`src/rtl/tile_grid_rect_collision_top_defines.svh`:
```
// ============================================================================
// Tile grid rectangle collision: assertion macros
// Shared concurrent assertion forms, clocked on clk and disabled in reset.
// ============================================================================
`ifndef TILE_GRID_RECT_COLLISION_TOP_DEFINES_SVH
`define TILE_GRID_RECT_COLLISION_TOP_DEFINES_SVH

// Same-cycle implication.
`define TGRC_ASSERT_IMPLY(label, ante, cons, msg) \
    label: assert property (@(posedge clk) disable iff (!rst_n) (ante) |-> (cons)) \
        else $error(msg);

// Next-cycle implication.
`define TGRC_ASSERT_NEXT(label, ante, cons, msg) \
    label: assert property (@(posedge clk) disable iff (!rst_n) (ante) |=> (cons)) \
        else $error(msg);

`endif

```
`src/rtl/tgrc_pkg.sv`:
```
// ============================================================================
// Tile grid rectangle collision: package
// Shared constants, register indexes and the types passed between modules.
// ============================================================================
package tgrc_pkg;

    localparam int DEFAULT_GRID_COLUMNS = 64;
    localparam int DEFAULT_GRID_ROWS    = 64;

    // Divider operand widths: a pixel sum plus a tile size minus one fits 17 bits.
    localparam int DIV_NUM_W = 17;
    localparam int DIV_DEN_W = 8;

    localparam int APB_ADDR_W = 4;
    localparam int APB_DATA_W = 32;

    // Register indexes (byte address = 4 * index).
    localparam logic [1:0] REG_TILE_WIDTH     = 2'd0;
    localparam logic [1:0] REG_TILE_HEIGHT    = 2'd1;
    localparam logic [1:0] REG_COLUMNS_IN_USE = 2'd2;
    localparam logic [1:0] REG_ROWS_IN_USE    = 2'd3;

    localparam logic [7:0] TILE_WIDTH_RST     = 8'd16;
    localparam logic [7:0] TILE_HEIGHT_RST    = 8'd16;
    localparam logic [6:0] COLUMNS_IN_USE_RST = 7'd64;
    localparam logic [6:0] ROWS_IN_USE_RST    = 7'd64;

    localparam logic OP_WRITE = 1'b0;
    localparam logic OP_QUERY = 1'b1;

    typedef struct packed {
        logic        operation;
        logic [5:0]  cell_row;
        logic [5:0]  cell_column;
        logic        cell_solid;
        logic [15:0] rect_x;
        logic [15:0] rect_y;
        logic [14:0] rect_width;
        logic [14:0] rect_height;
    } item_t;

    typedef struct packed {
        logic start;
    } div_ctl_t;

    typedef struct packed {
        logic busy;
        logic done;
    } div_sts_t;

endpackage

```
`src/rtl/tgrc_div.sv`:
```
// ============================================================================
// Tile grid rectangle collision: iterative divider
// Restoring unsigned division, one quotient bit per cycle.
// ============================================================================
module tgrc_div (
    input  logic                           clk,
    input  logic                           rst_n,
    input  tgrc_pkg::div_ctl_t             ctl,
    input  logic [tgrc_pkg::DIV_NUM_W-1:0] dividend,
    input  logic [tgrc_pkg::DIV_DEN_W-1:0] divisor,
    output tgrc_pkg::div_sts_t             sts,
    output logic [tgrc_pkg::DIV_NUM_W-1:0] quotient
);

    localparam int NW = tgrc_pkg::DIV_NUM_W;
    localparam int DW = tgrc_pkg::DIV_DEN_W;
    localparam int CNT_W = $clog2(NW + 1);

    logic [DW-1:0]    rem_reg;
    logic [NW-1:0]    quo_reg;
    logic [DW-1:0]    den_reg;
    logic [CNT_W-1:0] cnt_reg;
    logic             busy_reg;
    logic             done_reg;

    logic [DW:0]   rem_shift;
    logic [DW:0]   rem_sub;
    logic          fits;
    logic [DW-1:0] rem_next;
    logic [NW-1:0] quo_next;

    // Shift in the next dividend bit; subtract the divisor when it fits.
    always_comb
    begin
        rem_shift = {rem_reg, quo_reg[NW-1]};
        rem_sub   = rem_shift - {1'b0, den_reg};
        fits      = (rem_shift >= {1'b0, den_reg});
        rem_next  = fits ? rem_sub[DW-1:0] : rem_shift[DW-1:0];
        quo_next  = {quo_reg[NW-2:0], fits};
    end

    always_ff @(posedge clk or negedge rst_n)
    begin
        if (!rst_n)
        begin
            cnt_reg  <= '0;
            busy_reg <= 1'b0;
            done_reg <= 1'b0;
        end
        else if (ctl.start)
        begin
            cnt_reg  <= CNT_W'(NW);
            busy_reg <= 1'b1;
            done_reg <= 1'b0;
        end
        else if (busy_reg)
        begin
            cnt_reg <= cnt_reg - 1'b1;
            if (cnt_reg == CNT_W'(1))
            begin
                busy_reg <= 1'b0;
                done_reg <= 1'b1;
            end
        end
        else
        begin
            done_reg <= 1'b0;
        end
    end

    always_ff @(posedge clk)
    begin
        if (ctl.start)
        begin
            den_reg <= divisor;
            quo_reg <= dividend;
            rem_reg <= '0;
        end
        else if (busy_reg)
        begin
            rem_reg <= rem_next;
            quo_reg <= quo_next;
        end
    end

    assign sts.busy = busy_reg;
    assign sts.done = done_reg;
    assign quotient = quo_reg;

endmodule
```
`config.mk`:
```
export PLATFORM = sky130hd
export DESIGN_NAME = tgrc_div
export DESIGN_NICKNAME = d
export VERILOG_FILES = /design/src/rtl/tile_grid_rect_collision_top_defines.svh /design/src/rtl/tgrc_pkg.sv /design/src/rtl/tgrc_div.sv
export SDC_FILE = /design/constraint.sdc
export NUM_CORES = 1
export LEC_CHECK = 0
export BUFFER_PORTS_ARGS = -buffer_cell sky130_fd_sc_hd__buf_2
export CORE_UTILIZATION = 45
export CTS_CLUSTER_SIZE = 16
export DETAILED_ROUTE_END_ITERATION = 6
export PLACE_DENSITY = 0.77
export SYNTH_ARGS = -nofsm -noshare
export SYNTH_HDL_FRONTEND = slang
export SYNTH_SLANG_ARGS = --single-unit
```
`constraint.sdc`:
```
create_clock -name clk -period 6.1 [get_ports clk]
set_input_delay 1.525 -clock clk [delete_from_list [all_inputs] [get_ports clk]]
set_output_delay 1.525 -clock clk [all_outputs]
set_load 0.05 [all_outputs]
```
==> metrics.md <==
| Metric | Value |
|---|---|
| Top cells by area, synth | edfxtp_1 (35%), mux2_2 (8.9%), dfrtp_1 (8.1%) |
| Data arrival time of the critical path | ~1.5 ns |
| Net load switching power | between 0.0004 and 0.0005 W |
| Cells along the critical path | buf_2 |
| TritonCTS clock tree | built |
| Setup bufs post-CTS | 0 |
| Largest net degree at the start of global routing | 40 |
| H-tree depth | 2 |
| Final nets | approximately 270 |
| Combinational Power Share | 44.5% |
| Initial antenna violation count | 0 |
| Initial drt markers | between 50 and 60 |
| WL final | between 3 and 4 mm |
| Power density cells | around 440 nW/µm² |
| Fmax | approximately 0.33 GHz |
| ANT cells | 0 |
| Failing checks | design-rule violations |
| Worst R2R Setup Slack | approximately 3.6 ns |
| HPWL Detailed | 2.789 mm |
| Crit-path max cell delay | 0.84 ns |
| I/O Buffers | 46 |
| CP top delay family | flip-flops |
| Clock sinks | 40 |
| DR vias | 1536 |
| Layout area overhead | 15.44% |
| ANT nets after route | 0 |
| Total leakage power | roughly 1.1 nW |
| Die footprint | slightly above 5000 µm² |
| Setup crit start kind | register |
| Mapped Area | roughly 2200 µm² |
| Clock power frac | between 10% and 20% |
| Hold WC Path Type | reg -> reg |
| Setup TNS | 0 ns |
| Clock-pin slew on the worst setup and hold paths | about 0.080 ns |
| Endpoints failing hold | 0 |
| Final setup viols | 0 |
| Routability congestion estimate | just under 0.8 |
| Slowest CP cell | dfrtp_1 |
| Minimum clock period | just over 3 ns |
| PostCTS Resize Cnt | 0 |
| Synth top area share | 34.82% |
| DIE WIDTH | 71.22 µm |
| Worst-skew pair later-pin latency | around 0.30 ns |
| WP buf/inv | 1 |
| Final Cycle Share | around half |
| Worst Tran Pin Value | just under 0.8 ns |
| Max clock buf depth | 2 |
| Routed len/inst | roughly 14 µm |
| RSZ-0062 raised after global routing | no |
| Vias in the first global route | 1460 |
| Vias per cell | ~5.4 |
| Count leader, synth | edfxtp_1 |
| Int Power | between 0.0006 and 0.0007 W |
| Max-slew headroom | between 40% and 50% |
| Yosys top cell by area | edfxtp_1 |
| Core area | 4474 µm² |
| GRT Total Usage | between 10% and 20% |
| Max Transition Viols Final | 0 |
| Register area share after synthesis | about half |
| Layout cell share with drive strength beyond 1 | about a third |
| Most frequent cells after synthesis | edfxtp_1 (25), mux2_2 (17), inv_1 (15) |
| Final Power | approximately 0.0011 W |
| Cts hold-fix bufs | 0 |
| CTS root buffer | clkbuf_8 |
| Synth Warn # | 0 |
| Max reg flops | 17 |
| I/O pin cnt | 47 |
| Status | finished, violations left |
| Maximum fanout along the worst path | 24 |
| Seq pwr share | around two fifths |
| Number of synthesized flops with an enable pin | 25 |
| Syn avg cell area | approximately 12 µm² |
| Die Height | just over 70 µm |
| CP Capture Type | output pin |
| Top FF cell, synth | edfxtp_1 |
| Syn_nets | between 200 and 250 |
| Yosys reg bits | 40 |
| CTS Buf Count | 5 |
| Clock Skew | 0.008105 ns |
| Core Util, Final | between 50 and 60% |
| WS Path Type | reg -> out |
| Sw frac | between 40 and 50% |
| First-pass GRT wire length | about 6.7 mm |
| DRT Pass-1 Iters | 6 |
| Total congestion overflow | 0 |
| DRC viols | 1 |
| Starting density of the core | just under 50% |
| Placement Rows | 24 |
| Max_cap viols | 0 |
| Synth cell types | 43 |
| Async SR Flop Fraction | between 15 and 20% |
| Peak VDD IR | ~0.28 mV |
| Critical path required time | 4.58 ns |
| Synth Instances | 186 |
## through the flow
step | cells | instance area (µm²) | hold WS [ns] | worst slack [ns]
floorplan | 186 | 2156 | 0.4745 | 3.401
global placement | 274 | 2391 | 0.5048 | 2.860
detailed placement | 274 | 2391 | 0.5134 | 2.836
CTS | 282 | 2489 | 0.5267 | 3.028
global route | 282 | 2489 | 0.5725 | 2.929
finish | 282 | 2489 | 0.5237 | 3.048
## metal layers
metal,up-vias,global-route usage [%],wire (µm)
li1,765,-,-
met1,723,23.61,1878
met2,39,25.71,1795
met3,9,4.923,202
met4,0,7.333,70
met5,-,0,0
## path summary, 6_finish.rpt
kind / start / cells after the start / to
max: busy_reg / 1 / sts[1]
min: rem_reg[5] / 2 / rem_reg[6]
max reg2reg: rem_reg[5] / 5 / quotient[0]
min reg2reg: rem_reg[5] / 2 / rem_reg[6]
max in group asynchronous: rst_n / 1 / cnt_reg[2]
min in group asynchronous: rst_n / 1 / busy_reg
## kinds of logic (layout without fill, tap and decap cells)
| kind of cell | count (synthesis) | count (layout) | synth area share, % |
|---|---|---|---|
| mux | 19 | 19 | 9.808 |
| xor+xnor | 7 | 7 | 2.844 |
| fa+ha+maj | 11 | 11 | 6.732 |
| flops | 40 | 40 | 50.38 |
| simple gates | 48 | 48 | 11.61 |
| buf+inv | 25 | 69 | 5.397 |
| compound gates | 36 | 36 | 13.23 |
## placed cells by master, fill, tap and decap left out, drive strengths merged, types with 6 or more instances in the layout
| cell type | count |
|---|---|
| o21ai | 7 |
| buf | 46 |
| ha | 10 |
| dfrtp | 7 |
| edfxtp | 25 |
| nor2 | 13 |
| clkbuf | 6 |
| nand2b | 7 |
| dfxtp | 8 |
| inv | 15 |
| nand2 | 13 |
| a21oi | 7 |
| mux2 | 17 |
## layout make-up
type | instances | area (µm²)
multi-input cells | 121 | 953.4
inverters | 15 | 56.30
fillers | 370 | 1986
repair buffers | 46 | 230.2
clock inverters | 2 | 15.01
well taps | 52 | 65.06
clock buffers | 6 | 82.58
flip-flops and latches | 40 | 1086
## power groups by stage
| stage | clock [W] | sequential, W | combinational, W |
|---|---|---|---|
| floorplan | 0 | 0.000513 | 0.000316 |
| global placement | 0 | 0.000426 | 0.000478 |
| detailed placement | 0 | 0.000425 | 0.000490 |
| CTS | 0.000193 | 0.000422 | 0.000492 |
| global route | 0.000202 | 0.000433 | 0.000536 |
| finish | 0.000187 | 0.000422 | 0.000489 |
(Power assumes the default switching activity.)
